--- src/rtl/bppb_pkg.sv ---
// Shared types and constants of the path piece builder.
`default_nettype none

package bppb_pkg;

    // Command codes.
    localparam logic [2:0] OP_STRAIGHT = 3'd0;
    localparam logic [2:0] OP_TURN_L   = 3'd1;
    localparam logic [2:0] OP_TURN_R   = 3'd2;
    localparam logic [2:0] OP_SLALOM_L = 3'd3;
    localparam logic [2:0] OP_SLALOM_R = 3'd4;

    // Result status codes.
    typedef enum logic [1:0] {
        ERR_OK        = 2'd0,
        ERR_NO_PREV   = 2'd1,
        ERR_ZERO_HEAD = 2'd2
    } err_t;

    // Arc constant and its complement, unsigned Q2.30.
    localparam logic [31:0] ARC_C = 32'd592614245;
    localparam logic [31:0] ARC_K = 32'd481127579;

    // Rounding shift applied by the multiply unit at the end of a product.
    typedef enum logic [1:0] {
        SH_NONE,
        SH_30,
        SH_32
    } shift_t;

    typedef struct packed {
        logic   start;
        shift_t shift;
    } mac_ctl_t;

endpackage

`default_nettype wire

--- src/rtl/bppb_mac.sv ---
// Shared multi-cycle multiplier: 16 by 32 bits a cycle, then a rounding shift.
`default_nettype none

module bppb_mac #(
    parameter int A_BITS = 30
) (
    input  wire logic                               clk,
    input  wire logic                               rst_n,
    input  wire bppb_pkg::mac_ctl_t                 ctl,
    input  wire logic [A_BITS-1:0]                  a_mag,
    input  wire logic [31:0]                        b_mag,
    output logic                                    done,
    output logic [((A_BITS+15)/16)*16+32-1:0]       res
);

    localparam int NCH  = (A_BITS + 15) / 16;
    localparam int PADW = NCH * 16;
    localparam int PW   = PADW + 32;
    localparam int CW   = $clog2(NCH + 1);

    logic                busy_reg;
    logic [CW-1:0]       cnt_reg;
    logic [PADW-1:0]     a_reg;
    logic [31:0]         b_reg;
    logic [PW-1:0]       acc_reg;
    bppb_pkg::shift_t    sh_reg;
    logic                done_reg;
    logic [PW-1:0]       res_reg;

    logic [47:0]         part;
    logic [PW-1:0]       acc_next;
    logic [PW:0]         rnd;
    logic [PW:0]         rnd_sum;
    logic [PW-1:0]       res_next;

    // Most significant chunk first, so the running sum only shifts left.
    assign part     = a_reg[PADW-1 -: 16] * b_reg;
    assign acc_next = {acc_reg[PW-17:0], 16'b0} + PW'(part);

    always_comb
    begin
        case (sh_reg)
            bppb_pkg::SH_30: rnd = (PW+1)'(1) << 29;
            bppb_pkg::SH_32: rnd = (PW+1)'(1) << 31;
            default:         rnd = '0;
        endcase
        rnd_sum = {1'b0, acc_reg} + rnd;
        case (sh_reg)
            bppb_pkg::SH_30: res_next = PW'(rnd_sum >> 30);
            bppb_pkg::SH_32: res_next = PW'(rnd_sum >> 32);
            default:         res_next = rnd_sum[PW-1:0];
        endcase
    end

    always_ff @(posedge clk or negedge rst_n)
    begin
        if (!rst_n)
        begin
            busy_reg <= 1'b0;
            cnt_reg  <= '0;
            a_reg    <= '0;
            b_reg    <= '0;
            acc_reg  <= '0;
            sh_reg   <= bppb_pkg::SH_NONE;
            done_reg <= 1'b0;
            res_reg  <= '0;
        end
        else
        begin
            done_reg <= 1'b0;
            if (!busy_reg)
            begin
                if (ctl.start)
                begin
                    busy_reg <= 1'b1;
                    cnt_reg  <= '0;
                    a_reg    <= PADW'(a_mag);
                    b_reg    <= b_mag;
                    acc_reg  <= '0;
                    sh_reg   <= ctl.shift;
                end
            end
            else if (cnt_reg != CW'(NCH))
            begin
                acc_reg <= acc_next;
                a_reg   <= {a_reg[PADW-17:0], 16'b0};
                cnt_reg <= cnt_reg + 1'b1;
            end
            else
            begin
                res_reg  <= res_next;
                done_reg <= 1'b1;
                busy_reg <= 1'b0;
            end
        end
    end

    assign done = done_reg;
    assign res  = res_reg;

endmodule

`default_nettype wire

--- config.mk ---
export PLATFORM = sky130hd
export DESIGN_NAME = bppb_mac
export DESIGN_NICKNAME = d
export VERILOG_FILES = /design/src/rtl/bppb_pkg.sv /design/src/rtl/bppb_mac.sv
export SDC_FILE = /design/constraint.sdc
export NUM_CORES = 2
export LEC_CHECK = 0
export ABC_AREA = 1
export BUFFER_PORTS_ARGS = -buffer_cell sky130_fd_sc_hd__buf_4
export CAP_MARGIN = 25
export CELL_PAD_IN_SITES_DETAIL_PLACEMENT = 1
export CELL_PAD_IN_SITES_GLOBAL_PLACEMENT = 1
export CORE_MARGIN = 5
export CORE_UTILIZATION = 48
export CTS_BUF_LIST = sky130_fd_sc_hd__clkbuf_4 sky130_fd_sc_hd__clkbuf_8
export DETAILED_ROUTE_END_ITERATION = 10
export PLACE_DENSITY = 0.95
export SLEW_MARGIN = 0
export SYNTH_ARGS = -nofsm -noshare
export SYNTH_HDL_FRONTEND = slang
export SYNTH_SLANG_ARGS = --single-unit
export TNS_END_PERCENT = 1
--- constraint.sdc ---
create_clock -name clk -period 6.4 [get_ports clk]
set_clock_uncertainty 0.1 [all_clocks]
set_input_delay 0.64 -clock clk [delete_from_list [all_inputs] [get_ports clk]]
set_output_delay 0.64 -clock clk [all_outputs]
set_load 0.1 [all_outputs]
# After elaboration in Yosys (flattened, before gate mapping)

Cells that the tools add are included.

Flip-flop bits (word level): 198
Output and inout bits: 65
Word-level logic and storage cells: 38
Bits of input ports: 67

Eq/ne operators: 4
Reduce and logical (&&, ||, !) cells: 4
Multiplexer cells: 16
Bitwise logic cells: 2
$mul: 1
Add/subtract/negate cells: 3

Operators by type and width:

| operator            | number |
|---|---|
| $mux 64             | 3 |
| $pmux 64 s2         | 1 |
| $mux 32             | 3 |
| $add 64x65->65      | 1 |
| $add 64x48->64      | 1 |
| $pmux 32 s2         | 1 |
| $mul 16x32->48      | 1 |
| $mux 2              | 3 |
| $reduce_and 2->1    | 3 |
| $mux 1              | 5 |
| $add 2x1->2 const B | 1 |
| $eq 2x1->1 const B  | 1 |
| $eq 2x2->1 const B  | 1 |
| $ne 2x1->1 const B  | 1 |
| $ne 2x2->1 const B  | 1 |
| $not 1->1           | 2 |
| $reduce_bool 2->1   | 1 |

# Logic depth before layout (Yosys ltp)

Word-level depth: 4
Depth in mapped cells: 30
Gate-level depth less buffers: 28

# Least setup slack after synthesis

No wires, ideal clock.

Path type: reg-to-reg
From: register b_reg[11]
To: register acc_reg[29]
Setup time: 0.130 ns
Data required time: 6.170 ns
Cell stages (with the launch flop): 24
Setup slack: 0.768 ns
Data arrival time: 5.402 ns
Period minus slack after synthesis: 5.632 ns
Path buffers: 2
Cells stage by stage: dfrtp_1 > clkbuf_1 > clkbuf_1 > nand2_1 > fa_1 > fa_1 > fa_1 > inv_1 > fa_1 > fa_1 > inv_1 > fa_1 > inv_1 > ha_1 > nand2_1 > inv_1 > nand2_1 > nand2_1 > nand3b_1 > nand2_1 > nand2_1 > or2_2 > nand3_1 > o21ai_0

Word-level cells in the longest chain between the ends: 4

RTL lines:

| what                   | line           | source |
|---|---|---|
| from (decl)            | bppb_mac.sv:24 | `logic [31:0] b_reg;` |
| from (signal assigned) | bppb_mac.sv:78 | `b_reg <= b_mag;` |
| $mul 16x32->48         | bppb_mac.sv:37 | `assign part = a_reg[PADW-1 -: 16] * b_reg;` |
| $add 64x48->64         | bppb_mac.sv:38 | `assign acc_next = {acc_reg[PW-17:0], 16'b0} + PW'(part);` |
| $mux 64                | bppb_mac.sv:83 | `else if (cnt_reg != CW'(NCH))` |
| $mux 64                | bppb_mac.sv:71 | `if (!busy_reg)` |
| to (signal assigned)   | bppb_mac.sv:85 | `acc_reg <= acc_next;` |
| to (decl)              | bppb_mac.sv:25 | `logic [PW-1:0] acc_reg;` |

Every way passes these cells. The select of a mux whose other input is x is not followed.
A chain may end at the register's enable or synchronous reset.

# Final worst setup path

From: register a_reg[18]
To: register acc_reg[41]

Word-level cells in the longest chain between the ends: 4

RTL lines:

| what                   | line           | source |
|---|---|---|
| from (decl)            | bppb_mac.sv:23 | `logic [PADW-1:0] a_reg;` |
| from (signal assigned) | bppb_mac.sv:77 | `a_reg <= PADW'(a_mag);` |
| from (signal assigned) | bppb_mac.sv:86 | `a_reg <= {a_reg[PADW-17:0], 16'b0};` |
| $mul 16x32->48         | bppb_mac.sv:37 |  |
| $add 64x48->64         | bppb_mac.sv:38 |  |
| $mux 64                | bppb_mac.sv:83 |  |
| $mux 64                | bppb_mac.sv:71 |  |

Every way passes these cells. The select of a mux whose other input is x is not followed.

==> results.md <==
* result of the run: complete, but fails checks
* violations in the final reports: negative setup slack
* final worst slack: -0.579 ns
* critical path endpoint category: flop
* commonest cells after routing, fill and taps aside: sky130_fd_sc_hd__nand2_1, sky130_fd_sc_hd__inv_1, sky130_fd_sc_hd__fa_1
* portion of netlist area occupied by mux cells: 1.26%
* detailed placement HPWL: 98.5 mm
* post-detailed-route count of antenna-violating nets: 0
* ordered cell list for the critical path: buf_12 > buf_4 > nand2_1 > fa_1 > fa_1 > fa_1 > inv_1 > fa_1 > fa_1 > inv_1 > fa_1 > inv_1 > ha_1 > nand2_2 > inv_1 > nand2_1 > nand2_1 > a21oi_2 > nand3_2 > nand2_1 > nand2_1 > nand2_1 > nand2_1 > o21ai_0
* Clock Sinks: 198
* max_cap viols: 0
* number of cells on the worst hold path: 2
* Final Non-Filler Cells: 4953
* Final setup violation count: 47
* DRC violation total after the first TritonRoute iteration: 3381
* die extent in x: 257 µm
* IO Pins: 132
* cell count of the worst reg-to-reg path: 24
* number of antenna violations at the first check in global routing: 4
* clock transition at the registers of the reported paths: 0.15 ns
* Tot GR Track Use: 37.5%
* clock buffers created by TritonCTS: 17
* fraction of the mapped netlist area in compound gates: 4.48%
* Fillers: 7687
* Data arrival, critical path: 7.42 ns
* WL final: 137 mm
* first-pass GRT wire length: 190 mm
* # port buffers: 131
* instance count of the mapped netlist: 4073
* start-to-end type of the worst setup path: flop to flop
* final weighted congestion in routability-driven placement: 1.04
* most common cell after layout, fill and taps aside: sky130_fd_sc_hd__nand2_1
* final design utilization: 53.9%
* count of final hold-check violations: 0
* vias in the first global route: 32.2k
* top-area cell type share of the netlist area: 30.7%
* worst reg2reg endpoint: acc_reg[41]$_DFFE_PN0P_
* launch point of the worst hold path: b_mag[30]
* Top FF cell, synth: sky130_fd_sc_hd__dfrtp_1
* Die Footprint: 0.0663 mm²
* Worst Path Required: 6.85 ns
* Critical Path Start: a_reg[18]$_DFFE_PN0P_
* CORE AREA: 0.0605 mm²
* CTS max path bufs: 2
* worst slack after detailed placement: -0.00342 ns
* Top cell by count, worst path: sky130_fd_sc_hd__nand2_1
* number of levels in the clock H-tree: 4
* highest clock rate: 143 MHz
* top cells by area, synth: sky130_fd_sc_hd__fa_1, sky130_fd_sc_hd__dfrtp_1, sky130_fd_sc_hd__nand2_1
* transition at the pin with the smallest max-transition slack: 0.920 ns
* largest net degree at the start of global routing: 109
* Setup TNS Final: -14.05 ns
* count of placed standard cells including taps: 4903
* kind of launch point of the worst setup path: flop
* ratio of final minimum period to clock period: 109%
* die boundary height: 257 µm
* largest fanout of any net on the critical path: 17
* adder and majority gate portion of the synthesized area: 36.7%
* Storage cell area: 0.00500 mm²
* Hold/Removal Path Class: input pin to flop
* number of enable flip-flop cells after synthesis: 0
* overall overflow remaining after global route: 0
* number of synthesized register bits: 198
* r2r startpoint: a_reg[18]$_DFFE_PN0P_
* fraction of layout cells with a size suffix above 1: 11.0%
* clock tree from TritonCTS: yes
* RSZ-0062 raised after global routing: true
* slowest cell delay on critical path: 0.80 ns
* number of detailed-route iterations in the first pass: 8
* final routed DRC violation total: 0
* FF-to-FF setup slack: -0.58 ns
* number of rows in the core area: 90
* Max stage delay cell, worst path: sky130_fd_sc_hd__fa_1
* unique cell type count in the Yosys netlist: 50
* clock tree root buffer cell: sky130_fd_sc_hd__clkbuf_8
* Synthesized Nets: 4732
* final-report max-slew violation count: 0
* Post-Synthesis Mean Instance Area: 7.21 µm²
* largest family of logic cells by synthesized area: adder cells
* DR vias: 29.5k
* fraction of synthesized cell area in xor and xnor cells: 0.583%
* Worst Hold Path EP: b_reg[30]$_DFFE_PN0P_
* Synth Cell Area: 0.0294 mm²
* total area of multi-input combinational cells: 0.0197 mm²
* simple-gate portion of the synthesized area: 23.2%
* Via-to-Cell Ratio: 5.97
* shortest period the worst path allows: 6.98 ns
* worst rel slew slack: 38.7%
* number of nets in the layout: 4815
* Yosys warnings: 0
* starting utilization of the core area: 48.6%
* Yosys top cell by area: sky130_fd_sc_hd__fa_1
* Layout Area Growth over Synthesis: 10.9%
* latest clock arrival within the worst-skew pair: 0.68 ns
* DR WL/cell: 27.6 µm
* share of flip-flops with an asynchronous set or reset: 100%
* fraction of the yosys area taken by sequential cells: 16.9%
## per-layer routing
metal  track usage (%)  wire length [µm]  part of all wire (%)
met5                 0                24                 0.018
met4              26.4             14800                    11
met3              8.51             14500                    11
met2              62.9             62300                    46
met1              42.5             45200                    33
## timing repair
item                                    4_1_cts  5_1_grt
setup buffers                                 0       12
hold endpoints to repair                     17        0
gates resized for setup                      22       99
hold buffers                                  1        0
pin swaps                                     0        7
endpoints found under the setup margin       23       49
cloned                                        0        3
## synth_stat cells, types with 2 or more instances
master                        n
sky130_fd_sc_hd__nor2_4       4
sky130_fd_sc_hd__ha_1       142
sky130_fd_sc_hd__fa_1       450
sky130_fd_sc_hd__nand2_2      7
sky130_fd_sc_hd__a21oi_2      2
sky130_fd_sc_hd__a31oi_1     18
sky130_fd_sc_hd__buf_1        3
sky130_fd_sc_hd__o32ai_1      2
sky130_fd_sc_hd__nor2_1     153
sky130_fd_sc_hd__nor4_1       2
sky130_fd_sc_hd__nand3b_1     6
sky130_fd_sc_hd__or2_2        6
sky130_fd_sc_hd__inv_2        7
sky130_fd_sc_hd__o21ai_1     12
sky130_fd_sc_hd__xor2_1      14
sky130_fd_sc_hd__a22o_1      13
sky130_fd_sc_hd__o211ai_1     8
sky130_fd_sc_hd__a21boi_0     3
sky130_fd_sc_hd__inv_1     1128
sky130_fd_sc_hd__nand2_1   1298
sky130_fd_sc_hd__buf_2       20
sky130_fd_sc_hd__o21bai_1     7
sky130_fd_sc_hd__dfrtp_1    198
sky130_fd_sc_hd__and2_1       4
sky130_fd_sc_hd__nand4_1     13
sky130_fd_sc_hd__clkbuf_1   155
sky130_fd_sc_hd__nor3_1      22
sky130_fd_sc_hd__nor3_2       5
sky130_fd_sc_hd__a32o_1       5
sky130_fd_sc_hd__nand3_1    159
sky130_fd_sc_hd__clkinv_1     3
sky130_fd_sc_hd__mux2_2      32
sky130_fd_sc_hd__o21ai_0     59
sky130_fd_sc_hd__nor2_2       5
sky130_fd_sc_hd__o22ai_1     12
sky130_fd_sc_hd__xnor2_2      2
sky130_fd_sc_hd__a21oi_1     81
## cells by family after synthesis
| kind of cell | Yosys count |
|---|---|
| AOI/OAI and AO/OA | 226 |
| buffers and inverters | 1316 |
| adders and majority gates | 592 |
| muxes | 33 |
| xor gates and xnor gates | 17 |
| DFF | 198 |
| and+or+nand+nor | 1691 |
## layout make-up
cell class | instances | area share, %
Clock inverter | 15 | 0.718
Multi-Input combinational cell | 2559 | 60.6
Antenna cell | 2 | 0.0154
Inverter | 1138 | 13.1
Timing Repair Buffer | 242 | 6.49
Sequential cell | 198 | 15.3
Tap cell | 782 | 3.00
Clock buffer | 17 | 0.718
## critical path: cells and delay by family, from the launching register on
family,cells,cell delay (ns)
adder cells (fa/ha/maj),7,4.04
AND/OR/NAND/NOR,9,0.97
AO/OA/AOI/OAI,2,0.54
buffers and inverters,6,0.74
flip-flops,1,0.43
## metrics by stage
stage | hold WS [ns] | instance area, µm²
after detailed placement | 0.359 | 31600
after global routing | 0.109 | 32600
after CTS | 0.112 | 32100
after global placement | 0.354 | 31600
after floorplan | 0.244 | 29400
final | 0.104 | 32600
## worst max-delay path by stage
stage / to / slack (ns) / cells past startpoint
floorplan: acc_reg[29]$_DFFE_PN0P_ / 0.77 / 23
global placement: acc_reg[26]$_DFFE_PN0P_ / 0.12 / 20
detailed placement: acc_reg[26]$_DFFE_PN0P_ / -0.003 / 19
CTS: acc_reg[56]$_DFFE_PN0P_ / -0.01 / 25
global route: acc_reg[41]$_DFFE_PN0P_ / -0.64 / 25
finish: acc_reg[41]$_DFFE_PN0P_ / -0.58 / 24
Power is left out: the tool's default activity adds up to more than one toggle a clock period on the data nets, which glitch-free logic cannot reach.
